File: src/hdl/bhp_pkg.sv
// Shared types, state codes, transition table and digit helpers for the heading parser.
package bhp_pkg;

	localparam int OFFSET_BITS_DEF = 16;

	typedef struct packed {
		logic [7:0] in_byte;
		logic       first_byte;
		logic       last_byte;
	} in_item_t;

	typedef struct packed {
		logic        found;
		logic [15:0] heading_start;
		logic [15:0] heading_length;
		logic [1:0]  hdr_form;
		logic [31:0] ttaa;
		logic [6:0]  ii_num;
		logic [31:0] cccc;
		logic [6:0]  day;
		logic [6:0]  hour;
		logic [6:0]  minute;
		logic [23:0] bbb;
	} out_item_t;

	typedef enum logic [2:0] {
		CLS_LF    = 3'd0,
		CLS_CR    = 3'd1,
		CLS_SP    = 3'd2,
		CLS_NUM   = 3'd3,
		CLS_ALPHA = 3'd4,
		CLS_OTHER = 3'd5
	} cls_t;

	localparam logic [4:0] ST_START  = 5'd0;
	localparam logic [4:0] ST_TTAA   = 5'd4;
	localparam logic [4:0] ST_II1    = 5'd5;
	localparam logic [4:0] ST_II2    = 5'd6;
	localparam logic [4:0] ST_SP1    = 5'd7;
	localparam logic [4:0] ST_CC1    = 5'd8;
	localparam logic [4:0] ST_CC4    = 5'd11;
	localparam logic [4:0] ST_SP2    = 5'd12;
	localparam logic [4:0] ST_TIME1  = 5'd13;
	localparam logic [4:0] ST_TIME6  = 5'd18;
	localparam logic [4:0] ST_SP3    = 5'd19;
	localparam logic [4:0] ST_BBB1   = 5'd20;
	localparam logic [4:0] ST_BBB3   = 5'd22;
	localparam logic [4:0] ST_END    = 5'd26;

	// rows: LF, CR, space, digit, letter; columns: current state
	localparam logic [4:0] NEXT_TBL [0:4][0:26] = '{
		'{5'd0, 5'd0, 5'd0, 5'd0, 5'd0, 5'd0, 5'd0, 5'd0, 5'd0, 5'd0, 5'd0, 5'd0, 5'd0, 5'd0,
		  5'd0, 5'd0, 5'd0, 5'd0, 5'd0, 5'd0, 5'd0, 5'd0, 5'd0, 5'd0, 5'd0, 5'd26, 5'd0},
		'{5'd0, 5'd0, 5'd0, 5'd0, 5'd0, 5'd0, 5'd0, 5'd0, 5'd0, 5'd0, 5'd0, 5'd0, 5'd0, 5'd0,
		  5'd0, 5'd0, 5'd0, 5'd0, 5'd24, 5'd24, 5'd0, 5'd0, 5'd24, 5'd24, 5'd25, 5'd0, 5'd0},
		'{5'd0, 5'd0, 5'd0, 5'd0, 5'd7, 5'd0, 5'd7, 5'd7, 5'd0, 5'd0, 5'd0, 5'd12, 5'd12, 5'd0,
		  5'd0, 5'd0, 5'd0, 5'd0, 5'd19, 5'd19, 5'd0, 5'd0, 5'd23, 5'd23, 5'd0, 5'd0, 5'd0},
		'{5'd0, 5'd0, 5'd0, 5'd0, 5'd5, 5'd6, 5'd0, 5'd0, 5'd0, 5'd0, 5'd0, 5'd5, 5'd13, 5'd14,
		  5'd15, 5'd16, 5'd17, 5'd18, 5'd0, 5'd0, 5'd0, 5'd0, 5'd0, 5'd0, 5'd0, 5'd0, 5'd0},
		'{5'd1, 5'd2, 5'd3, 5'd4, 5'd4, 5'd0, 5'd0, 5'd8, 5'd9, 5'd10, 5'd11, 5'd4, 5'd8, 5'd0,
		  5'd0, 5'd0, 5'd0, 5'd0, 5'd0, 5'd20, 5'd21, 5'd22, 5'd4, 5'd0, 5'd0, 5'd0, 5'd0}
	};

	function automatic cls_t classify(input logic [7:0] c);
		cls_t r;
		if (c == 8'h0A)
			r = CLS_LF;
		else if (c == 8'h0D)
			r = CLS_CR;
		else if (c == 8'h20 || c == 8'h09)
			r = CLS_SP;
		else if (c >= 8'h30 && c <= 8'h39)
			r = CLS_NUM;
		else if ((c >= 8'h41 && c <= 8'h5A) || (c >= 8'h61 && c <= 8'h7A))
			r = CLS_ALPHA;
		else
			r = CLS_OTHER;
		return r;
	endfunction

	function automatic logic [3:0] digit(input logic [7:0] c);
		logic [7:0] d;
		d = c - 8'h30;
		return (c >= 8'h30 && c <= 8'h39) ? d[3:0] : 4'd0;
	endfunction

	// tens*10 + units, at most 99
	function automatic logic [6:0] dec_pair(input logic [7:0] hi, input logic [7:0] lo);
		logic [6:0] t;
		t = {3'd0, digit(hi)};
		return (t << 3) + (t << 1) + {3'd0, digit(lo)};
	endfunction

endpackage

File: src/hdl/bhp_core.sv
// Heading parser state: byte classing, table-driven next state, field capture and result build.
module bhp_core #(
	parameter int OFFSET_BITS = bhp_pkg::OFFSET_BITS_DEF
) (
	input  logic                clk,
	input  logic                arst_n,
	input  logic                step,
	input  bhp_pkg::in_item_t   item,
	output logic                res_valid,
	output bhp_pkg::out_item_t  res
);
	import bhp_pkg::*;

	localparam logic [OFFSET_BITS-1:0] OFF_MAX = '1;

	logic [4:0]             state_q;
	logic [OFFSET_BITS-1:0] byte_offset_q;
	logic [31:0]            recent_q;
	logic [OFFSET_BITS-1:0] ttaa_offset_q;
	logic [OFFSET_BITS-1:0] station_offset_q;
	logic [1:0]             type_flags_q;
	logic [31:0]            ttaa_chars_q;
	logic [15:0]            ii_chars_q;
	logic [31:0]            station_chars_q;
	logic [47:0]            time_digits_q;
	logic [23:0]            bbb_chars_q;

	logic [7:0]             b;
	cls_t                   cls;
	logic [4:0]             cur;
	logic [4:0]             nxt;
	logic [OFFSET_BITS-1:0] off;
	logic [31:0]            recent;
	logic [1:0]             flags;
	logic                   ended;

	logic [4:0]             state_d;
	logic [OFFSET_BITS-1:0] byte_offset_d;
	logic [OFFSET_BITS-1:0] ttaa_offset_d;
	logic [OFFSET_BITS-1:0] station_offset_d;
	logic [1:0]             type_flags_d;
	logic [31:0]            ttaa_chars_d;
	logic [15:0]            ii_chars_d;
	logic [31:0]            station_chars_d;
	logic [47:0]            time_digits_d;
	logic [23:0]            bbb_chars_d;

	logic [OFFSET_BITS:0]   len;
	logic [32:0]            len_w;
	logic [31:0]            start_w;

	always_comb begin
		b      = item.in_byte;
		cls    = classify(b);
		cur    = item.first_byte ? ST_START : state_q;
		if (cur > ST_END)
			cur = ST_START;
		off    = item.first_byte ? '0 : byte_offset_q;
		recent = item.first_byte ? 32'd0 : recent_q;
		flags  = item.first_byte ? 2'd0 : type_flags_q;
		nxt    = (cls == CLS_OTHER) ? ST_START : NEXT_TBL[cls][cur];
		ended  = (nxt == ST_END);

		ttaa_offset_d    = ttaa_offset_q;
		ttaa_chars_d     = ttaa_chars_q;
		station_offset_d = station_offset_q;
		type_flags_d     = flags;
		if ((nxt == ST_II1 || nxt == ST_SP1) && (cur == ST_TTAA || cur == ST_CC4)) begin
			ttaa_offset_d = (off >= OFFSET_BITS'(4)) ? off - OFFSET_BITS'(4) : '0;
			ttaa_chars_d  = recent;
			type_flags_d  = (nxt == ST_SP1 && cur == ST_TTAA) ? 2'd1 : 2'd0;
		end else if (nxt == ST_CC1 && cur == ST_SP2) begin
			// second letter run after a space: the old station was really TTAA
			ttaa_offset_d    = station_offset_q;
			ttaa_chars_d     = station_chars_q;
			station_offset_d = off;
			type_flags_d     = 2'd1;
		end else if (nxt == ST_CC1 && cur == ST_SP1) begin
			station_offset_d = off;
		end else if (nxt == ST_BBB1 && cur == ST_SP3) begin
			type_flags_d = flags | 2'd2;
		end

		ii_chars_d      = ii_chars_q;
		station_chars_d = station_chars_q;
		time_digits_d   = time_digits_q;
		bbb_chars_d     = bbb_chars_q;
		if (nxt == ST_TTAA) begin
			ii_chars_d      = '0;
			station_chars_d = '0;
			time_digits_d   = '0;
			bbb_chars_d     = '0;
		end else if (nxt == ST_II1 || nxt == ST_II2) begin
			ii_chars_d = {ii_chars_q[7:0], b};
		end else if (nxt >= ST_CC1 && nxt <= ST_CC4) begin
			station_chars_d = {station_chars_q[23:0], b};
		end else if (nxt >= ST_TIME1 && nxt <= ST_TIME6) begin
			time_digits_d = {time_digits_q[39:0], b};
		end else if (nxt >= ST_BBB1 && nxt <= ST_BBB3) begin
			bbb_chars_d = {bbb_chars_q[15:0], b};
		end

		state_d       = ended ? ST_START : nxt;
		byte_offset_d = (off != OFF_MAX) ? off + OFFSET_BITS'(1) : off;
		if (item.last_byte) begin
			state_d       = ST_START;
			byte_offset_d = '0;
		end

		len = {1'b0, off} - {1'b0, ttaa_offset_q} + (OFFSET_BITS+1)'(1);
		if (ttaa_offset_q > off)
			len = '0;
		len_w   = 33'(len);
		start_w = 32'(ttaa_offset_q);

		res = '0;
		if (ended) begin
			res.found          = 1'b1;
			res.heading_start  = start_w[15:0];
			res.heading_length = (len_w > 33'd65535) ? 16'hFFFF : len_w[15:0];
			res.hdr_form       = type_flags_q;
			res.ttaa           = ttaa_chars_q;
			res.ii_num         = type_flags_q[0] ? 7'd0 :
			                     dec_pair(ii_chars_q[15:8], ii_chars_q[7:0]);
			res.cccc           = station_chars_q;
			res.day            = dec_pair(time_digits_q[47:40], time_digits_q[39:32]);
			res.hour           = dec_pair(time_digits_q[31:24], time_digits_q[23:16]);
			res.minute         = dec_pair(time_digits_q[15:8], time_digits_q[7:0]);
			res.bbb            = type_flags_q[1] ? bbb_chars_q : 24'd0;
		end
		// not-found result is all zeros
		res_valid = ended || item.last_byte;
	end

	always_ff @(posedge clk or negedge arst_n) begin
		if (!arst_n) begin
			state_q          <= ST_START;
			byte_offset_q    <= '0;
			recent_q         <= '0;
			ttaa_offset_q    <= '0;
			station_offset_q <= '0;
			type_flags_q     <= '0;
			ttaa_chars_q     <= '0;
			ii_chars_q       <= '0;
			station_chars_q  <= '0;
			time_digits_q    <= '0;
			bbb_chars_q      <= '0;
		end else if (step) begin
			state_q          <= state_d;
			byte_offset_q    <= byte_offset_d;
			recent_q         <= {recent[23:0], b};
			ttaa_offset_q    <= ttaa_offset_d;
			station_offset_q <= station_offset_d;
			type_flags_q     <= type_flags_d;
			ttaa_chars_q     <= ttaa_chars_d;
			ii_chars_q       <= ii_chars_d;
			station_chars_q  <= station_chars_d;
			time_digits_q    <= time_digits_d;
			bbb_chars_q      <= bbb_chars_d;
		end
	end

endmodule

File: src/hdl/bulletin_heading_parser.sv
// Top level of the abbreviated bulletin heading parser: input register, parser core, result register.
// Scans one byte per clock for a heading of the form TTAAii CCCC YYGGgg [BBB] CR CR LF and
// delivers one result when a heading ends, or a not-found result (all fields zero) on a
// last_byte with no heading end. A byte waits in the input register until the result register
// has room and its result is then registered onto out_item; a new byte is taken every cycle as
// long as the result register drains, the limit being the state update of the transition table.
// first_byte restarts the search and the offset count; offsets saturate at OFFSET_BITS ones.
module bulletin_heading_parser #(
	parameter int OFFSET_BITS = bhp_pkg::OFFSET_BITS_DEF
) (
	input  logic               clk,
	input  logic               arst_n,
	input  logic               in_valid,
	output logic               in_ready,
	input  bhp_pkg::in_item_t  in_item,
	output logic               out_valid,
	input  logic               out_ready,
	output bhp_pkg::out_item_t out_item
);
	import bhp_pkg::*;

	logic      valid_s1;
	in_item_t  item_s1;
	logic      advance;
	logic      step;
	logic      res_valid;
	out_item_t res;
	logic      out_valid_q;
	out_item_t out_item_q;

	// the stage-1 byte moves on only when the result register has room
	assign advance  = !out_valid_q || out_ready;
	assign step     = valid_s1 && advance;
	assign in_ready = !valid_s1 || advance;

	always_ff @(posedge clk or negedge arst_n) begin
		if (!arst_n) begin
			valid_s1 <= 1'b0;
		end else if (in_ready) begin
			valid_s1 <= in_valid;
		end
	end

	always_ff @(posedge clk) begin
		if (in_ready && in_valid)
			item_s1 <= in_item;
	end

	bhp_core #(
		.OFFSET_BITS(OFFSET_BITS)
	) u_core (
		.clk      (clk),
		.arst_n   (arst_n),
		.step     (step),
		.item     (item_s1),
		.res_valid(res_valid),
		.res      (res)
	);

	always_ff @(posedge clk or negedge arst_n) begin
		if (!arst_n) begin
			out_valid_q <= 1'b0;
		end else if (advance) begin
			out_valid_q <= step && res_valid;
		end
	end

	always_ff @(posedge clk) begin
		if (step && res_valid)
			out_item_q <= res;
	end

	assign out_valid = out_valid_q;
	assign out_item  = out_item_q;

endmodule
File: config.mk
export PLATFORM = sky130hd
export DESIGN_NAME = bulletin_heading_parser
export DESIGN_NICKNAME = d
export VERILOG_FILES = /design/src/hdl/bhp_pkg.sv /design/src/hdl/bhp_core.sv /design/src/hdl/bulletin_heading_parser.sv
export SDC_FILE = /design/constraint.sdc
export NUM_CORES = 1
export LEC_CHECK = 0
export BUFFER_PORTS_ARGS = -buffer_cell sky130_fd_sc_hd__buf_2
export CORE_MARGIN = 2
export CORE_UTILIZATION = 65
export CTS_CLUSTER_DIAMETER = 150
export DETAILED_ROUTE_END_ITERATION = 12
export PLACE_DENSITY = 0.95
export SLEW_MARGIN = 20
export SYNTH_ARGS = -nofsm -noshare
export SYNTH_HDL_FRONTEND = slang
export SYNTH_SLANG_ARGS = --single-unit
File: constraint.sdc
create_clock -name clk -period 20.7 [get_ports clk]
set_input_delay 4.14 -clock clk [delete_from_list [all_inputs] [get_ports clk]]
set_output_delay 4.14 -clock clk [all_outputs]
set_load 0.01 [all_outputs]
==> impl_metrics.py <==
metrics = {
    "status": {
        "status": "finished clean",
    },
    "sta": {
        "slew_viol_final": 0,
        "relSlewSlack_pct": 24.8,
        "finalSetupViolCount": 0,
        "layout_worst_path_cycle_share_pct": 42.2,
        "timing_worst_slew_pin_value_ns": 1.13,
        "max_freq_mhz": 115,
        "hold_violations": 0,
        "timing.final.crit_period_ns": 8.73,
        "setup_tns_ns": 0,
        "final.setup_skew_ns": 0.0125,
        "grt_setup_unrepaired": "false",
    },
    "clock_tree": {
        "ctsResizeCount": 0,
        "post_cts_setup_buffer_count": 0,
        "clock_sinks": 402,
        "number_of_hold_repair_buffers_added_at_the_cts_stage": 0,
        "clk-insertion-delay-late_ns": 0.53,
        "clk_tree_root_cell": "sky130_fd_sc_hd__clkbuf_16",
        "cts_max_path_buffers": 3,
        "clk_pin_slew_worst_paths_ns": 0.06,
        "cts_buffers": 41,
        "htree_num_levels": 2,
        "cts_tree": "done",
    },
    "grt": {
        "grt_antenna_before_repair": 1,
        "grt.total_usage_pct": 31.0,
        "grt_most_used_layer": "met2",
        "first_global_vias": 15600,
        "grt_ovf": 0,
        "maximum_number_of_pins_on_one_net_before_global_route_repair": 88,
        "grt.met1_usage_pct": 40.7,
        "grt_pass1_wl_um": 82600,
        "use_met3_pct": 4.69,
        "grtUsageMet2_pct": 52.5,
    },
    "logic_synthesis": {
        "synth.ff_latch_count": 402,
        "postSynthCellCount": 1885,
        "synth_edf_count": 161,
        "synth_compound_gate_area_share_pct": 13.8,
        "post_synth_fa_ha_maj_area_fraction_pct": 5.97,
        "synth_mux_area_share_pct": 7.41,
        "synth_top_flop_cell": "sky130_fd_sc_hd__dfrtp_1",
        "synthesis.yosys.warnings": 0,
        "netlist.area_leader.share_pct": 29.0,
        "synth.cell_area_um2": 20800,
        "combinational_family_with_the_most_area_after_synthesis": "compound AO/OA/AOI/OAI gates",
        "synth.largest_area_cell": "sky130_fd_sc_hd__dfrtp_1",
        "synth_simple_gate_area_share_pct": 13.7,
        "synth.avg_cell_area_um2": 11.0,
        "share_of_synthesized_area_occupied_by_flip_flops_and_latches_pct": 52.3,
        "post_synth_main_area_contributors": "sky130_fd_sc_hd__dfrtp_1 (29%), sky130_fd_sc_hd__edfxtp_1 (23%), sky130_fd_sc_hd__mux2_2 (5.3%), sky130_fd_sc_hd__ha_1 (5.1%), sky130_fd_sc_hd__and2_1 (3.2%)",
        "synth_cell_type_count": 86,
        "synth_fp_nets": 1992,
        "synth_xor_xnor_area_share_pct": 1.56,
        "postSynth.asyncResetShare_pct": 60.0,
    },
    "job": {
        "cap_violations": 0,
    },
    "place": {
        "place_hpwl_um": 33600,
        "port_buffers": 166,
        "detailed_place.area_um2": 21800,
        "globalplace.congestion": 0.926,
    },
    "cells_and_area": {
        "fin_nets": 2099,
        "flow.area_growth_from_synthesis_pct": 10.9,
        "final_core_util_pct": 73.2,
        "postLayoutCellArea_um2": 23000,
        "final_layout_size_suffix_gt1_share_pct": 18.9,
        "fillers": 1940,
    },
    "floorplanning": {
        "core-area_um2": 31500,
        "die_y_um": 183,
        "standard_cell_row_count": 65,
        "io_pins": 167,
        "dieWidth_um": 183,
        "initial_core_util_pct": 66.0,
        "die_area_um2": 33400,
    },
    "detailed_routing": {
        "detailedRoute.firstIterationViolations": 1882,
        "post_drt_via_cell_ratio": 6.45,
        "drt_wl_total_um": 51900,
        "detailroute.via_count": 15700,
        "first_pass_iters": 7,
        "remaining_drc_errors": 0,
        "wire_per_inst_um": 21.4,
        "ant_nets": 0,
    },
    "pwr": {
        "power.leakage_nw": 10.5,
        "vdd.ir_drop.worst_mv": 0.0651,
        "powerDensity_nw_per_um2": 72.6,
        "p_total_w": 0.00167,
    },
    "setup_path": {
        "setup.worst_path.end_class": "output port",
        "worst-setup-path-type": "in -> out",
        "cp.required_ns": 16.56,
        "arrival_ns": 4.59,
        "worstSetupStartpointType": "input port",
        "worst-path-max-fanout": 3,
    },
    "worst_hold_path": {
        "holdCritPathClass": "reg -> reg",
    },
}
## cells by family after synthesis
family / after synthesis
DFF: 402
and+or+nand+nor: 532
AOI/OAI and AO/OA: 418
buffers and inverters: 261
adders and majority gates: 94
xor gates and xnor gates: 37
muxes: 141
## stage by stage
step | worst slack [ns] | std cells | hold slack [ns]
4_1_cts | 11.96 | 2426 | 0.471
3_3_place_gp | 11.98 | 2351 | 0.454
3_5_place_dp | 11.95 | 2351 | 0.455
5_1_grt | 11.94 | 2428 | 0.499
2_1_floorplan | 8.91 | 1885 | 0.438
6_report | 11.97 | 2428 | 0.471
## cell usage after synthesis, types with 37 or more instances
master and count:
sky130_fd_sc_hd__clkbuf_1 74, sky130_fd_sc_hd__mux2i_1 38, sky130_fd_sc_hd__inv_1 134, sky130_fd_sc_hd__ha_1 84, sky130_fd_sc_hd__nor2_1 84, sky130_fd_sc_hd__and2_1 107
sky130_fd_sc_hd__nand3_1 51, sky130_fd_sc_hd__o21ai_0 125, sky130_fd_sc_hd__a22o_1 37, sky130_fd_sc_hd__nor3_1 44, sky130_fd_sc_hd__edfxtp_1 161, sky130_fd_sc_hd__nor2b_1 47
sky130_fd_sc_hd__dfrtp_1 241, sky130_fd_sc_hd__nand2_1 117, sky130_fd_sc_hd__a31oi_1 52, sky130_fd_sc_hd__a32oi_1 48, sky130_fd_sc_hd__mux2_2 98
## worst paths after layout
check / from / to / slack, ns / depth (start not counted)
min in group asynchronous: arst_n / u_core.time_digits_q[16] / 3.61 / 1
max in group asynchronous: arst_n / u_core.recent_q[4] / 15.62 / 2
worst max register to register: item_s1[3] / out_item[35] / 13.81 / 16
worst min-delay path: u_core.recent_q[7] / u_core.recent_q[7] / 0.47 / 2
worst max-delay path: out_ready / in_ready / 11.97 / 3
worst min register to register: u_core.recent_q[7] / u_core.recent_q[7] / 0.47 / 2
## power breakdown
group          internal (W)  switching (W)
logic             0.0000302      0.0000675
registers          0.000854      0.0000150
clock network      0.000400       0.000305
## layout make-up
class                           instances  area [um^2]  area share (%)
Sequential cell                       402        10900            47.1
Multi-Input combinational cell       1222         8870            38.5
Clock buffer                           58         1180            5.14
Timing Repair Buffer                  188         1010            4.38
Inverter                              137          514            2.23
Tap cell                              402          503            2.18
Clock inverter                         17         91.3           0.396
Antenna cell                            2         5.00          0.0217
## cell usage in the layout (no fill, tap or decap), types with 13 or more instances in the layout
cell,n
sky130_fd_sc_hd__nand2_1,117
sky130_fd_sc_hd__a21oi_1,35
sky130_fd_sc_hd__and2_1,106
sky130_fd_sc_hd__a211oi_1,20
sky130_fd_sc_hd__nand3_1,50
sky130_fd_sc_hd__buf_2,165
sky130_fd_sc_hd__mux2i_1,38
sky130_fd_sc_hd__dfrtp_1,241
sky130_fd_sc_hd__inv_1,134
sky130_fd_sc_hd__nor2b_1,47
sky130_fd_sc_hd__o21ai_0,125
sky130_fd_sc_hd__mux2_2,98
sky130_fd_sc_hd__a31oi_1,52
sky130_fd_sc_hd__ha_1,84
sky130_fd_sc_hd__edfxtp_1,161
sky130_fd_sc_hd__xor2_1,13
sky130_fd_sc_hd__xnor2_1,24
sky130_fd_sc_hd__buf_4,21
sky130_fd_sc_hd__nor2_1,82
sky130_fd_sc_hd__nor3_1,43
sky130_fd_sc_hd__o21ai_1,13
sky130_fd_sc_hd__a21o_1,20
sky130_fd_sc_hd__clkbuf_16,44
sky130_fd_sc_hd__a32oi_1,48
sky130_fd_sc_hd__a22o_1,37
## registers in the layout (all words and copies together), names as in the netlist, 24 cells and up
name and cells:
u_core.time_digits_q 48, out_item 151, u_core.ttaa_chars_q 32, u_core.bbb_chars_q 24, u_core.recent_q 32, u_core.station_chars_q 32
## per-layer routing
layer / vias up / part of all wire (%) / routed length (um)
met3: 153 / 6.9 / 3560
met4: 0 / 3.8 / 1990
met5: - / 0 / 0
li1: 6990 / - / -
met1: 7736 / 39 / 20400
met2: 777 / 50 / 25900
## worst max-delay path: stages
cell	delay (ns)
sky130_fd_sc_hd__buf_2	0.10
sky130_fd_sc_hd__nand3b_1	0.19
sky130_fd_sc_hd__buf_2	0.17
No activity file was read; power rests on OpenSTA's default activity.
